===== config.mk =====
export PLATFORM = sky130hd
export DESIGN_NAME = sfsg_scale_pipe
export DESIGN_NICKNAME = d
export VERILOG_FILES = /design/src/sfsg_pkg.sv /design/src/sfsg_scale_pipe.sv
export SDC_FILE = /design/constraint.sdc
export NUM_CORES = 2
export LEC_CHECK = 0
export ABC_AREA = 1
export BUFFER_PORTS_ARGS = -buffer_cell sky130_fd_sc_hd__buf_2
export CAP_MARGIN = 20
export CORE_ASPECT_RATIO = 2
export CORE_MARGIN = 2
export CORE_UTILIZATION = 35
export DETAILED_ROUTE_END_ITERATION = 7
export GPL_TIMING_DRIVEN = 0
export PLACE_DENSITY = 0.5
export SYNTH_ARGS = -nofsm -noshare
export SYNTH_HDL_FRONTEND = slang
export SYNTH_SLANG_ARGS = --single-unit

===== constraint.sdc =====
create_clock -name clock -period 9.6 [get_ports clock]
set_input_delay 0.48 -clock clock [delete_from_list [all_inputs] [get_ports clock]]
set_output_delay 0.48 -clock clock [all_outputs]
set_load 0.005 [all_outputs]

===== src/sfsg_pkg.sv =====
// Shared types, constants and helpers for the stroke font segment generator.
`timescale 1ns / 1ps

package sfsg_pkg;

   // default store sizes
   localparam int DEF_GLYPH_COUNT  = 128;
   localparam int DEF_PATH_DEPTH   = 1024;
   localparam int DEF_VERTEX_DEPTH = 4096;
   localparam int DEF_MAX_SEGMENTS = 64;

   // codes at or above this limit draw nothing
   localparam int CODE_LIMIT = 128;

   // scale of 25600 maps font units one to one; 25600 = 25 << 10
   localparam int          UNIT_SCALE  = 25600;
   localparam int          UNIT_SHIFT  = 10;
   localparam int          UNIT_ODD    = UNIT_SCALE >> UNIT_SHIFT;
   localparam logic [17:0] SCALE_RESET = 18'(UNIT_SCALE);

   // divide by 25 as multiply by reciprocal, exact for 17-bit dividends
   localparam int DIV_SHIFT = 22;
   localparam int DIV_MUL   = ((2 ** DIV_SHIFT) + UNIT_ODD - 1) / UNIT_ODD;

   // field and datapath widths
   localparam int SCALE_W  = 18;
   localparam int VERT_W   = 10;
   localparam int COORD_W  = 16;
   localparam int COUNT_W  = 6;
   localparam int ADV_W    = 8;
   localparam int INDEX_W  = 12;
   localparam int PROD_W   = VERT_W + SCALE_W + 1;
   localparam int MAG_W    = 17;
   localparam int RECIP_W  = 18;
   localparam int Q_W      = MAG_W + RECIP_W;
   localparam int QUO_W    = Q_W - DIV_SHIFT;
   localparam int SCALED_W = QUO_W + 1;

   typedef enum logic [2:0] {
      MODE_LOAD_GLYPH  = 3'd0,
      MODE_LOAD_PATH   = 3'd1,
      MODE_LOAD_VERTEX = 3'd2,
      MODE_SET_PEN     = 3'd3,
      MODE_DRAW        = 3'd4
   } mode_type;

   // what a token in the scaling pipe stands for
   typedef enum logic [1:0] {
      TOK_FIRST = 2'd0,   // first vertex of a path
      TOK_NEXT  = 2'd1,   // further vertex, closes a segment
      TOK_ADV   = 2'd2    // pen advance at end of character
   } tok_kind_type;

   typedef struct packed {
      logic         valid;
      tok_kind_type kind;
   } tok_type;

   // value mod depth, for value < 4096 and depth >= 128
   function automatic logic [INDEX_W-1:0] wrap_index(input logic [INDEX_W-1:0] value,
                                                     input int depth);
      logic [17:0] rem;
      logic [17:0] sub;
      rem = 18'(value);
      for (int k = 5; k >= 0; k--) begin
         sub = 18'(depth) << k;
         if (rem >= sub) begin
            rem = rem - sub;
         end
      end
      return rem[INDEX_W-1:0];
   endfunction

endpackage


===== src/sfsg_scale_pipe.sv =====
// Three-stage coordinate scaler: v * scale / 25600, truncated toward zero.
`timescale 1ns / 1ps

module sfsg_scale_pipe
   import sfsg_pkg::*;
(
   input  logic                       clock,
   input  logic                       reset,
   input  logic                       en,
   input  tok_type                    in_tok,
   input  logic signed [VERT_W-1:0]   in_x,
   input  logic signed [VERT_W-1:0]   in_y,
   input  logic [SCALE_W-1:0]         scale,
   output tok_type                    out_tok,
   output logic signed [SCALED_W-1:0] out_x,
   output logic signed [SCALED_W-1:0] out_y,
   output logic                       busy
);

   // lane 0 is x, lane 1 is y
   tok_type                    tok1_ff, tok2_ff, tok3_ff;
   logic signed [PROD_W-1:0]   prod_ff [2];
   logic signed [PROD_W-1:0]   prod_in [2];
   logic [Q_W-1:0]             q_ff    [2];
   logic [Q_W-1:0]             q_in    [2];
   logic                       neg_ff  [2];
   logic signed [SCALED_W-1:0] res_ff  [2];
   logic signed [SCALED_W-1:0] res_in  [2];
   logic signed [PROD_W-1:0]   mag_full;
   logic [MAG_W-1:0]           mag;
   logic [QUO_W-1:0]           quo;
   logic signed [SCALED_W-1:0] quo_s;

   always_comb begin
      prod_in[0] = in_x * $signed({1'b0, scale});
      prod_in[1] = in_y * $signed({1'b0, scale});
      mag_full   = '0;
      mag        = '0;
      quo        = '0;
      quo_s      = '0;
      for (int i = 0; i < 2; i++) begin
         // magnitude, then drop the power-of-two part of 25600
         mag_full  = prod_ff[i][PROD_W-1] ? -prod_ff[i] : prod_ff[i];
         mag       = mag_full[MAG_W+UNIT_SHIFT-1:UNIT_SHIFT];
         q_in[i]   = Q_W'(mag) * Q_W'(DIV_MUL);
         quo       = q_ff[i][Q_W-1:DIV_SHIFT];
         quo_s     = $signed({1'b0, quo});
         res_in[i] = neg_ff[i] ? -quo_s : quo_s;
      end
   end

   always_ff @(posedge clock) begin
      if (reset) begin
         tok1_ff <= '0;
         tok2_ff <= '0;
         tok3_ff <= '0;
      end else if (en) begin
         tok1_ff <= in_tok;
         tok2_ff <= tok1_ff;
         tok3_ff <= tok2_ff;
      end
   end

   always_ff @(posedge clock) begin
      if (en) begin
         for (int i = 0; i < 2; i++) begin
            prod_ff[i] <= prod_in[i];
            q_ff[i]    <= q_in[i];
            neg_ff[i]  <= prod_ff[i][PROD_W-1];
            res_ff[i]  <= res_in[i];
         end
      end
   end

   assign out_tok = tok3_ff;
   assign out_x   = res_ff[0];
   assign out_y   = res_ff[1];
   assign busy    = tok1_ff.valid || tok2_ff.valid || tok3_ff.valid;

endmodule


# ---- Word-level counts from Yosys, hierarchy flattened
# Memories as Yosys holds them, arrays and structs flattened.
# Index checks and enable logic that the tools add are counted.
dict set report totals {
  regBits 9
  ramBits 158
  elab_cells 26
  n_memories 4
}
# memory depth word_bits rd rd_ports_with_merged_regs write_ports line
set mem_list {}
lappend mem_list {q_ff 2 35 2 0 2 sfsg_scale_pipe.sv:24} ;# logic [Q_W-1:0] q_ff [2];
lappend mem_list {prod_ff 2 29 2 0 2 sfsg_scale_pipe.sv:22} ;# logic signed [PROD_W-1:0] prod_ff [2];
lappend mem_list {res_ff 2 14 2 0 2 sfsg_scale_pipe.sv:27} ;# logic signed [SCALED_W-1:0] res_ff [2];
lappend mem_list {neg_ff 2 1 2 0 2 sfsg_scale_pipe.sv:26} ;# logic neg_ff [2];
dict set report classes {
  add_sub_neg 4
  mul 4
  mux 6
  reduce_logical 2
}
# op count
set ops {}
lappend ops {{multiplier 17 x 18 -> 35 bit, second input constant} 2}
lappend ops {{multiplier 10 x 19 -> 29 bit} 2}
lappend ops {{2-to-1 mux 27 bit} 2}
lappend ops {{negator 27 bit} 2}
lappend ops {{2-to-1 mux 14 bit} 2}
lappend ops {{negator 13 -> 14 bit} 2}
lappend ops {{logical OR 1 bit} 2}
lappend ops {{2-to-1 mux 1 bit} 2}

# ---- Logic depth before layout (Yosys ltp)
# An unclocked memory read counts as a cell.
dict set report logic_depth {
  ltp_word 4
  mapped_depth 35
}

# ---- Least setup slack after synthesis
# OpenSTA, ideal clock, no wires.
dict set report synth_path {
  path_kind {register to register}
  from {memory prod_ff[0][4] (netlist name)}
  to {memory q_ff[0][29] (netlist name), data pin}
  setup_ns 0.252
  arrival_ns 6.154
  slack_ns 3.194
  stages_incl_launch_ff 30
  n_path_buf 0
  cell_sequence {edfxtp_1 > nor2_4 > nand2_2 > nor2_2 > nand2_2 > nor2_4 > nand2_1 > nand2_1 > o21ai_1 > o21bai_1 > xor2_1 > inv_1 > fa_1 > inv_1 > fa_1 > fa_1 > fa_1 > fa_1 > inv_1 > fa_1 > inv_1 > ha_1 > a21oi_1 > o21ai_0 > a21boi_1 > nor2_1 > a211oi_1 > nand2_1 > nand2_1 > nand2_1}
}
# element line
set synth_lines {}
lappend synth_lines {{start, declared} sfsg_scale_pipe.sv:22}
lappend synth_lines {{end, declared} sfsg_scale_pipe.sv:24}

==> flow_metrics.env <==
export IMPL_post_route_min_period_ps=7640
export IMPL_slew_viol_final=0
export IMPL_crit_slowest_cell="xor2_1"
export IMPL_layout_commonest_cell="inv_1"
export IMPL_grt_pass1_wl_mm=125
export IMPL_worst_slew_margin_rel=0.300
export IMPL_max_stage_delay_ps=780
export IMPL_yosys_warnings=0
export IMPL_clockRootBuffer="clkbuf_16"
export IMPL_hold_viol=0
export IMPL_grt_pass1_vias=23900
export IMPL_fin_setup_tns_ps=0
export IMPL_synth_seq_area_share=0.122
export IMPL_cts_sink_count=121
export IMPL_io_buffers=38
export IMPL_yosys_top_cells_area="fa_1 (31%), ha_1 (19%), inv_1 (12%)"
export IMPL_r2r_slack_ps=1960
export IMPL_wl_per_cell_um=17.1
export IMPL_path_max_fanout=7
export IMPL_min_period_over_period=0.795
export IMPL_grt_max_degree=72
export IMPL_ys_flop_type="edfxtp_1"
export IMPL_syn_inst=3489
export IMPL_routed_wl_mm=79.0
export IMPL_tightestPinTransition_ps=1050
export IMPL_synth_seq_cells=121
export IMPL_path_class="register to register"
export IMPL_setup_viol=0
export IMPL_syn_nets=4441
export IMPL_end_kind="register"
export IMPL_cp_start_kind="register"
export IMPL_crit_top_cell="fa_1"
export IMPL_via_count=21800
export IMPL_gr_total_overflow=0
export IMPL_cts_made_buffers=17
export IMPL_synth_edf_count=112
export IMPL_netlist_area_um2=29100
export IMPL_fp_dieArea_um2=85700
export IMPL_post_cts_setup_buffers=0
export IMPL_initial_core_util=0.353
export IMPL_fin_skew_ps=14.0
export IMPL_clkLatencyLatePin_ps=460
export IMPL_drc_errors=0
export IMPL_cp_required_ps=9800
export IMPL_synth_top_area_share=0.315
export IMPL_die_h_um=412
export IMPL_io_pins=76
export IMPL_max_freq_ghz=0.131
export IMPL_rsz0062_at_grt="false"
export IMPL_antenna_found_initial=1
export IMPL_status="finished, final reports clean"
export IMPL_place_gp_congestion=0.894
export IMPL_first_pass_iters=5
export IMPL_drt_iter0_markers=699
export IMPL_grtUsageTotal=0.190
export IMPL_dp_hpwl_mm=69.8
export IMPL_async_flop_share=0
export IMPL_clock_path_buffers=2
export IMPL_clk_pin_slew_ps=70
export IMPL_critPathBufInv=4
export IMPL_fill_cells=8707
export IMPL_drive_gt1_frac=0.0348
export IMPL_final_cell_mix="inv_1 (910), nand2_1 (692), fa_1 (458)"
export IMPL_core_area_um2=82400
export IMPL_die_w_um=208
export IMPL_syn_to_final_growth_pct=7.35
export IMPL_vias_per_cell=4.71
export IMPL_num_rows=149
export IMPL_syn_avg_cell_area_um2=8.35
export IMPL_ys_types=51
export IMPL_ctsResizeCount=0
export IMPL_critPathArrivalTime_ps=7840
export IMPL_hp_class="input pin to register"
export IMPL_crit_family="adder cells"
export IMPL_cts_hold_buffers=0
export IMPL_cts_htree_levels=4
export IMPL_finalNetCount=4501
export IMPL_cts_tree="built"
export IMPL_ant_nets=0
export IMPL_max_cap_violations=0
export IMPL_synth_top_cell_by_area="fa_1"
[cell type report]
| cell class | instances | area (um^2) | share of cell area |
|---|---|---|---|
| clock buffer | 19 | 475 | 0.0152 |
| tap | 1057 | 1320 | 0.0423 |
| timing repair buffer | 41 | 239 | 0.00764 |
| clock inverter | 13 | 100 | 0.00320 |
| inverter | 928 | 3480 | 0.111 |
| multi-input combinational | 2359 | 21800 | 0.697 |
| antenna | 1 | 2.50 | 0.0000800 |
| sequential | 121 | 3540 | 0.113 |
| buffer | 81 | 305 | 0.00977 |
[registers in the layout (all words and copies together), names as in the netlist]
| signal | flops |
|---|---|
| neg_ff | 2 |
| out_tok | 3 |
| prod_ff | 56 |
| q_ff | 26 |
| res_ff | 28 |
| tok1_ff | 3 |
| tok2_ff | 3 |
[layer usage]
layer	GRT usage	routed length [um]
met1	0.175	26600
met4	0.105	4620
met3	0.0147	1630
met5	0	0
met2	0.398	46100
[cell families (layout without fill, tap and decap cells)]
family / Yosys count / in the layout / share of synthesized area
adders and majority gates: 908 / 908 / 0.508
other: 0 / 1 / 0
and+or+nand+nor: 1043 / 1043 / 0.146
DFF: 121 / 121 / 0.122
xor gates and xnor gates: 115 / 115 / 0.0357
buffers and inverters: 1009 / 1082 / 0.130
AOI/OAI and AO/OA: 293 / 293 / 0.0580
[path summary, 6_finish.rpt]
check,startpoint,endpoint,depth (start not counted)
min reg2reg,tok2_ff[1],out_tok[1],2
min,in_tok[0],tok1_ff[0],3
max,prod_ff[0][4],q_ff[0][29],30
max reg2reg,prod_ff[0][4],q_ff[0][29],30
[stage by stage]
stage               cell area (um^2)  worst slack [ps]   util  instances  hold slack [ps]
global placement               30600              1940  0.372       4584              444
global route                   31300              1510  0.379       4619              260
finish                         31300              1960  0.379       4620              255
detailed placement             30700              1910  0.372       4587              448
floorplan                      29100              3190      -       3489              421
CTS                            31300              1860  0.379       4619              226
[cell usage after synthesis, types with 10 or more instances]
master / number
xor2_1: 81
nand2_1: 692
a21oi_1: 134
edfxtp_1: 112
nand3_1: 82
o21ai_1: 16
inv_2: 16
clkbuf_1: 64
o21ai_0: 67
buf_1: 16
nor2_1: 178
ha_1: 450
inv_1: 910
xnor2_1: 31
fa_1: 458
nand4_1: 19
o21bai_1: 10
a21o_1: 14
nor3_1: 26
o21a_1: 12
[worst register-to-register path: cells and delay by family, from the launching register on]
kind / cells / cell delay [ps]
fa+ha+maj: 7 / 3280
compound gates: 7 / 1310
simple gates: 11 / 1120
xor+xnor: 1 / 780
flops: 1 / 460
buf+inv: 4 / 430
Power is left out: the tool's default activity adds up to more than one toggle a clock period on the data nets, which glitch-free logic cannot reach.
