[src/sfsg_pkg.sv]
// Shared types, constants and helpers for the stroke font segment generator.
`timescale 1ns / 1ps

package sfsg_pkg;

   // default store sizes
   localparam int DEF_GLYPH_COUNT  = 128;
   localparam int DEF_PATH_DEPTH   = 1024;
   localparam int DEF_VERTEX_DEPTH = 4096;
   localparam int DEF_MAX_SEGMENTS = 64;

   // codes at or above this limit draw nothing
   localparam int CODE_LIMIT = 128;

   // scale of 25600 maps font units one to one; 25600 = 25 << 10
   localparam int          UNIT_SCALE  = 25600;
   localparam int          UNIT_SHIFT  = 10;
   localparam int          UNIT_ODD    = UNIT_SCALE >> UNIT_SHIFT;
   localparam logic [17:0] SCALE_RESET = 18'(UNIT_SCALE);

   // divide by 25 as multiply by reciprocal, exact for 17-bit dividends
   localparam int DIV_SHIFT = 22;
   localparam int DIV_MUL   = ((2 ** DIV_SHIFT) + UNIT_ODD - 1) / UNIT_ODD;

   // field and datapath widths
   localparam int SCALE_W  = 18;
   localparam int VERT_W   = 10;
   localparam int COORD_W  = 16;
   localparam int COUNT_W  = 6;
   localparam int ADV_W    = 8;
   localparam int INDEX_W  = 12;
   localparam int PROD_W   = VERT_W + SCALE_W + 1;
   localparam int MAG_W    = 17;
   localparam int RECIP_W  = 18;
   localparam int Q_W      = MAG_W + RECIP_W;
   localparam int QUO_W    = Q_W - DIV_SHIFT;
   localparam int SCALED_W = QUO_W + 1;

   typedef enum logic [2:0] {
      MODE_LOAD_GLYPH  = 3'd0,
      MODE_LOAD_PATH   = 3'd1,
      MODE_LOAD_VERTEX = 3'd2,
      MODE_SET_PEN     = 3'd3,
      MODE_DRAW        = 3'd4
   } mode_type;

   // what a token in the scaling pipe stands for
   typedef enum logic [1:0] {
      TOK_FIRST = 2'd0,   // first vertex of a path
      TOK_NEXT  = 2'd1,   // further vertex, closes a segment
      TOK_ADV   = 2'd2    // pen advance at end of character
   } tok_kind_type;

   typedef struct packed {
      logic         valid;
      tok_kind_type kind;
   } tok_type;

   // value mod depth, for value < 4096 and depth >= 128
   function automatic logic [INDEX_W-1:0] wrap_index(input logic [INDEX_W-1:0] value,
                                                     input int depth);
      logic [17:0] rem;
      logic [17:0] sub;
      rem = 18'(value);
      for (int k = 5; k >= 0; k--) begin
         sub = 18'(depth) << k;
         if (rem >= sub) begin
            rem = rem - sub;
         end
      end
      return rem[INDEX_W-1:0];
   endfunction

endpackage

[src/sfsg_walker.sv]
// Table walker: reads glyph and path entries and issues vertex reads in order.
`timescale 1ns / 1ps

module sfsg_walker
   import sfsg_pkg::*;
#(
   parameter int GLYPH_COUNT  = DEF_GLYPH_COUNT,
   parameter int PATH_DEPTH   = DEF_PATH_DEPTH,
   parameter int VERTEX_DEPTH = DEF_VERTEX_DEPTH,
   parameter int MAX_SEGMENTS = DEF_MAX_SEGMENTS,
   localparam int GW      = $clog2(GLYPH_COUNT),
   localparam int PPW     = $clog2(PATH_DEPTH),
   localparam int VPW     = $clog2(VERTEX_DEPTH),
   localparam int GLYPH_W = ADV_W + COUNT_W + PPW,
   localparam int PATH_W  = COUNT_W + VPW
) (
   input  logic               clock,
   input  logic               reset,
   input  logic               en,
   input  logic               draw_start,
   input  logic [7:0]         code,
   output logic               glyph_rd_en,
   output logic [GW-1:0]      glyph_rd_addr,
   input  logic [GLYPH_W-1:0] glyph_rd_data,
   output logic               path_rd_en,
   output logic [PPW-1:0]     path_rd_addr,
   input  logic [PATH_W-1:0]  path_rd_data,
   output logic               vert_rd_en,
   output logic [VPW-1:0]     vert_rd_addr,
   output tok_type            tok,
   output logic [ADV_W-1:0]   adv,
   input  logic               pipe_busy,
   output logic               idle
);

   localparam int SCW = $clog2(MAX_SEGMENTS + 1);

   typedef enum logic [2:0] {
      IDLE,
      GLYPH,
      PATH_NEXT,
      PATH_WAIT,
      VERT,
      ADV,
      DRAIN
   } walk_state_type;

   walk_state_type       state_ff, state_in;
   tok_type              tok_ff, tok_in;
   logic [PPW-1:0]       path_ptr_ff, path_ptr_in;
   logic [COUNT_W-1:0]   path_left_ff, path_left_in;
   logic [VPW-1:0]       vert_ptr_ff, vert_ptr_in;
   logic [COUNT_W-1:0]   vert_left_ff, vert_left_in;
   logic                 first_ff, first_in;
   logic [SCW-1:0]       seg_cnt_ff, seg_cnt_in;
   logic [ADV_W-1:0]     adv_ff, adv_in;
   logic [COUNT_W-1:0]   p_count;

   assign p_count = path_rd_data[PATH_W-1:VPW];

   always_comb begin
      state_in      = state_ff;
      tok_in        = en ? '0 : tok_ff;
      path_ptr_in   = path_ptr_ff;
      path_left_in  = path_left_ff;
      vert_ptr_in   = vert_ptr_ff;
      vert_left_in  = vert_left_ff;
      first_in      = first_ff;
      seg_cnt_in    = seg_cnt_ff;
      adv_in        = adv_ff;
      glyph_rd_en   = 1'b0;
      glyph_rd_addr = code[GW-1:0];
      path_rd_en    = 1'b0;
      path_rd_addr  = path_ptr_ff;
      vert_rd_en    = 1'b0;
      vert_rd_addr  = vert_ptr_ff;
      case (state_ff)
         IDLE: begin
            if (draw_start) begin
               glyph_rd_en = 1'b1;
               state_in    = GLYPH;
            end
         end
         GLYPH: begin
            path_ptr_in  = glyph_rd_data[PPW-1:0];
            path_left_in = glyph_rd_data[PPW+COUNT_W-1:PPW];
            adv_in       = glyph_rd_data[GLYPH_W-1:PPW+COUNT_W];
            seg_cnt_in   = '0;
            state_in     = PATH_NEXT;
         end
         PATH_NEXT: begin
            if (path_left_ff == '0) begin
               state_in = ADV;
            end else begin
               path_rd_en   = 1'b1;
               path_ptr_in  = (path_ptr_ff == PPW'(PATH_DEPTH - 1)) ? '0
                                                                    : path_ptr_ff + 1'b1;
               path_left_in = path_left_ff - 1'b1;
               state_in     = PATH_WAIT;
            end
         end
         PATH_WAIT: begin
            vert_ptr_in  = path_rd_data[VPW-1:0];
            vert_left_in = p_count;
            first_in     = 1'b1;
            state_in     = (p_count < COUNT_W'(2)) ? PATH_NEXT : VERT;
         end
         VERT: begin
            if (en) begin
               if (!first_ff && seg_cnt_ff == SCW'(MAX_SEGMENTS)) begin
                  // segment budget spent: skip the rest of the glyph
                  state_in = ADV;
               end else begin
                  vert_rd_en   = 1'b1;
                  tok_in.valid = 1'b1;
                  tok_in.kind  = first_ff ? TOK_FIRST : TOK_NEXT;
                  vert_ptr_in  = (vert_ptr_ff == VPW'(VERTEX_DEPTH - 1)) ? '0
                                                                        : vert_ptr_ff + 1'b1;
                  vert_left_in = vert_left_ff - 1'b1;
                  first_in     = 1'b0;
                  if (!first_ff) begin
                     seg_cnt_in = seg_cnt_ff + 1'b1;
                  end
                  if (vert_left_ff == COUNT_W'(1)) begin
                     state_in = PATH_NEXT;
                  end
               end
            end
         end
         ADV: begin
            if (en) begin
               tok_in.valid = 1'b1;
               tok_in.kind  = TOK_ADV;
               state_in     = DRAIN;
            end
         end
         DRAIN: begin
            // pen x is written when the advance token leaves the pipe
            if (!tok_ff.valid && !pipe_busy) begin
               state_in = IDLE;
            end
         end
         default: begin
            state_in = IDLE;
         end
      endcase
   end

   always_ff @(posedge clock) begin
      if (reset) begin
         state_ff     <= IDLE;
         tok_ff       <= '0;
         path_ptr_ff  <= '0;
         path_left_ff <= '0;
         vert_ptr_ff  <= '0;
         vert_left_ff <= '0;
         first_ff     <= 1'b0;
         seg_cnt_ff   <= '0;
         adv_ff       <= '0;
      end else begin
         state_ff     <= state_in;
         tok_ff       <= tok_in;
         path_ptr_ff  <= path_ptr_in;
         path_left_ff <= path_left_in;
         vert_ptr_ff  <= vert_ptr_in;
         vert_left_ff <= vert_left_in;
         first_ff     <= first_in;
         seg_cnt_ff   <= seg_cnt_in;
         adv_ff       <= adv_in;
      end
   end

   assign tok  = tok_ff;
   assign adv  = adv_ff;
   assign idle = (state_ff == IDLE);

`ifndef SYNTHESIS
   a_idle_no_token: assert property (@(posedge clock) disable iff (reset)
      state_ff == IDLE |-> !tok_ff.valid)
      else $error("walker idle with a token in flight");

   a_seg_budget: assert property (@(posedge clock) disable iff (reset)
      seg_cnt_ff <= SCW'(MAX_SEGMENTS))
      else $error("segment count beyond budget");

   a_path_wait_order: assert property (@(posedge clock) disable iff (reset)
      state_ff == PATH_WAIT |-> $past(state_ff) == PATH_NEXT)
      else $error("path data captured without a path read");
`endif

endmodule

[config.mk]
export PLATFORM = sky130hd
export DESIGN_NAME = sfsg_walker
export DESIGN_NICKNAME = d
export VERILOG_FILES = /design/src/sfsg_pkg.sv /design/src/sfsg_walker.sv
export SDC_FILE = /design/constraint.sdc
export NUM_CORES = 1
export LEC_CHECK = 0
export ABC_AREA = 1
export ABC_CLOCK_PERIOD_IN_PS = 3800
export BUFFER_PORTS_ARGS = -buffer_cell sky130_fd_sc_hd__buf_2
export CAP_MARGIN = 25
export CORE_MARGIN = 8
export CORE_UTILIZATION = 40
export DETAILED_ROUTE_END_ITERATION = 10
export REMOVE_ABC_BUFFERS = 1
export SYNTH_ARGS = -nofsm -noshare
export SYNTH_HDL_FRONTEND = slang
export SYNTH_SLANG_ARGS = --single-unit
[constraint.sdc]
create_clock -name clock -period 3.8 [get_ports clock]
set_clock_uncertainty 0.15 [all_clocks]
set_input_delay 0.76 -clock clock [delete_from_list [all_inputs] [get_ports clock]]
set_output_delay 0.76 -clock clock [all_outputs]
set_load 0.02 [all_outputs]
### Word-level counts from Yosys, hierarchy flattened

Index checks and enable logic that the tools add are counted.
W data, S select, Z words.

| storage, ports and cells | value |
|---|---|
| flip-flop bits (word level) | 56 |
| bits in read-only memories | 0 |
| memories kept | 0 |
| output and inout port bits | 44 |
| bits in writable memories | 0 |
| latch bits | 0 |
| bits of input ports | 55 |
| word-level logic and storage cells | 89 |

| cells by class | value |
|---|---|
| add/subtract/negate cells | 5 |
| eq/ne operators | 18 |
| order comparisons | 1 |
| reductions and logical operators | 14 |
| bitwise gates (word level) | 0 |
| muxes and demuxes | 41 |
| $mul | 0 |
| shifts and indexed selects | 0 |
| divide/modulo/power cells | 0 |

Operators with widths:

| operator | count |
|---|---|
| $mux W12 | 3 |
| $mux W3 | 12 |
| $pmux W12 S2 | 1 |
| $pmux W6 S2 | 2 |
| $mux W7 | 3 |
| $pmux W3 S7 | 1 |
| $mux W10 | 2 |
| $pmux W10 S2 | 1 |
| $mux W6 | 3 |
| $ne A2 B2 Y1 const B | 7 |
| $pmux W7 S2 | 1 |
| $add A12 B1 Y12 const B | 1 |
| $eq A12 B12 Y1 const B | 1 |
| $sub A6 B1 Y6 const B | 2 |
| $add A10 B1 Y10 const B | 1 |
| $eq A10 B10 Y1 const B | 1 |
| $mux W1 | 10 |
| $eq A3 B3 Y1 const B | 3 |
| $add A7 B1 Y7 const B | 1 |
| $eq A7 B7 Y1 const B | 1 |
| $eq A3 B2 Y1 const B | 2 |
| $eq A6 B1 Y1 const B | 1 |
| $logic_not A6 Y1 | 1 |
| $lt A6 B2 Y1 const B | 1 |
| 12 further kinds | 17 |

### Depth between registers and ports, before layout

| depth | value |
|---|---|
| word-level depth | 5 |
| mapped depth | 10 |
| depth with buffers taken out | 10 |

### Worst setup path before layout

OpenSTA, ideal clock, no wires.

| timing | value |
|---|---|
| path type | register to output |
| from | register state_ff[1] |
| to | output port vert_rd_en |
| buffers on the path | 1 |
| arrival | 1.268 ns |
| data required time | 2.890 ns |
| stages on the path, launching flop included | 7 |
| setup slack | 1.622 ns |
| cell sequence | dfxtp_1 > inv_1 > nand2_1 > nor2_2 > buf_2 > nand2_1 > nor2_1 |

| on the way | value |
|---|---|
| word-level cells in the longest chain between the ends | 2 |

Ends and longest elaborated chain:

| what | line | RTL |
|---|---|---|
| from (decl) | sfsg_walker.sv:48 | `walk_state_type state_ff, state_in;` |
| from (signal assigned) | sfsg_walker.sv:161 | `state_ff <= state_in;` |
| $eq A3 B3 Y1 | sfsg_walker.sv:77 | `case (state_ff)` |
| $mux W1 | sfsg_walker.sv:77 |  |
| to (decl) | sfsg_walker.sv:28 | `output logic vert_rd_en,` |

Every way passes these cells.

### Worst setup path after layout

Ends and elaborated chain as after synthesis.

==> flow_summary.yaml <==
run_status:
  status: "finished clean"
min_path:
  worstHoldPathType: "flip-flop to flip-flop"
  min_from: "adv[0]"
timing:
  maxSlewViolCount: 0
  post-route-period-util: 0.687
  relSlewSlack: 0.530
  fmax_mhz: 383
  min_period_ns: 2.61
  tns_ns: 0
  rsz0062_at_grt: "false"
  worst_pin_slew_ns: 0.700
  setup_viol_count_final: 0
  hold_viol: 0
synthesis:
  netlist_top_cells_area: "dfxtp_1 33%, nand2_1 14%, a21oi_1 11%"
  avgSynthCellArea_um2: 6.36
  synth_top_area_frac: 0.331
  post-synth-top-area-cell: "dfxtp_1"
  synth.distinct_cells: 29
  syn_inst: 533
  yosys_warnings: 0
  syn-cell-area_mm2: 0.00339
  yosys_register_bits: 56
  ys_seq_area_frac: 0.331
grt:
  track_usage: 0.152
  antenna_found_initial: 0
  grt_max_degree: 36
  grt.overflow.total: 0
  grt_pass1_wl_um: 14800
  grt_pass1_vias: 3398
route:
  via_per_inst: 4.88
  wl_per_cell_um: 12.4
  via_count: 3448
  antenna_left: 0
  drc: 0
  wl_um: 8740
  firstDrtPassIters: 5
  drt_iter0_drc: 162
setup_path:
  path_max_fanout: 14
  rr_startpoint: "state_ff[0]"
  worstPathRequired_ns: 2.89
  cp-end-kind: "output pin"
  crit_path_start: "state_ff[1]"
  start_kind: "flip-flop"
  path_class: "flip-flop to output pin"
  crit_arrival_ns: 1.70
placed_design:
  portBuffers: 83
  gp_congestion: 0.834
  place_area_mm2: 0.00381
  dp_hpwl_um: 6450
floorplanning:
  start_util: 0.413
  rows: 33
  chipWidth_um: 108
  fp.dieH_um: 108
  die-area_mm2: 0.0117
  ios: 99
  core_mm2: 0.00822
power_and_ir_drop:
  leakage_uw: 0.00183
  p_per_area_mw_per_mm2: 627
  ir_drop_v: 0.000337
cts:
  clockBufferDepth: 2
  cts_buffers: 5
  h-tree-depth: 2
  holdBufCountCts: 0
  clockRootBuffer: "clkbuf_8"
  clkTransAtPathRegs_ns: 0.10
  cts_resized: 0
  cts.sinks: 56
  worstSkewPairLatency_ns: 0.32
  cts_tree: "built"
  postCtsSetupRepairBufs: 0
finish:
  diodes: 0
  drive_gt1_frac: 0.181
  area_growth_pct: 15.2
  final_common_cell: "nand2_1"
  final_util: 0.475
  final_nets: 662
  layout_common_cells: "122 x nand2_1, 83 x buf_2, 72 x a21oi_1"
  post-route-cell-area_mm2: 0.00391
job:
  cap_violations: 0
-- synthesized netlist by cell type --
master,n
a21boi_2,1
a21oi_1,72
a31oi_1,2
and2_1,1
buf_2,6
buf_4,10
buf_6,4
clkbuf_1,7
dfxtp_1,56
ha_1,7
inv_1,61
inv_2,4
nand2_1,122
nand2_2,5
nand3_1,27
nand3_2,2
nand3_4,1
nand3b_1,1
nand4_1,11
nor2_1,65
nor2_2,2
nor3_1,2
o211ai_1,1
o21a_1,4
o21ai_0,46
o21ai_1,3
o21bai_1,2
xnor2_1,1
xor2_1,7
-- registers in the layout, indices dropped and copies added (netlist names) --
| name | flops |
|---|---|
| vert_rd_addr | 12 |
| path_rd_addr | 10 |
| seg_cnt_ff | 7 |
| tok | 3 |
| adv | 8 |
| state_ff | 3 |
| first_ff | 1 |
| vert_left_ff | 6 |
| path_left_ff | 6 |
-- through the flow --
stage	setup WS, ns	power [uW]	instances	hold WS [ns]
floorplan	1.61	1750	506	0.298
global placement	1.26	2100	697	0.280
detailed placement	1.53	2120	698	0.283
CTS	1.19	2480	706	0.298
global route	1.04	2680	706	0.312
finish	1.19	2450	706	0.294
-- layer usage --
layer	global-route usage	wire, um
met1	0.180	4110
met2	0.252	3710
met3	0.0571	844
met4	0.0436	76
met5	0	0
-- power breakdown --
| part | internal, uW | switching (uW) | leakage (uW) | total (uW) |
|---|---|---|---|---|
| registers | 755 | 154 | 0.000457 | 909 |
| logic | 403 | 785 | 0.00133 | 1190 |
| clock network | 149 | 201 | 0.0000445 | 350 |
-- critical path: stages (launching register included) --
cell and delay, ns:
dfxtp_1 0.37, inv_1 0.16, nand2_1 0.12, nor2_2 0.10, buf_4 0.22, nand2_1 0.10, nor2_1 0.14, buf_2 0.19
-- kinds of logic (layout without fill, tap and decap cells) --
family / count (synthesis) / in the layout / share of synthesized area
AO/OA/AOI/OAI: 131 / 131 / 0.201
XOR/XNOR: 8 / 8 / 0.0207
buffers and inverters: 92 / 160 / 0.124
adder cells (fa/ha/maj): 7 / 7 / 0.0258
AND/OR/NAND/NOR: 239 / 239 / 0.298
flip-flops: 56 / 56 / 0.331
-- final timing paths --
kind,slack (ns),end,cells after the start
setup / recovery,1.19,vert_rd_en,7
setup reg to reg,1.67,vert_rd_addr[8],7
hold reg to reg,0.29,adv[0],2
hold / removal,0.29,adv[0],2
-- final cells by class --
class                           instances  area (um2)
Tap cell                              105         131
Clock inverter                          1        7.51
Fill cell                             848        4310
Timing Repair Buffer                   87         465
Inverter                               65         244
Multi-Input combinational cell        385        1850
Clock buffer                            7        86.3
Sequential cell                        56        1120
(Power assumes the default switching activity.)
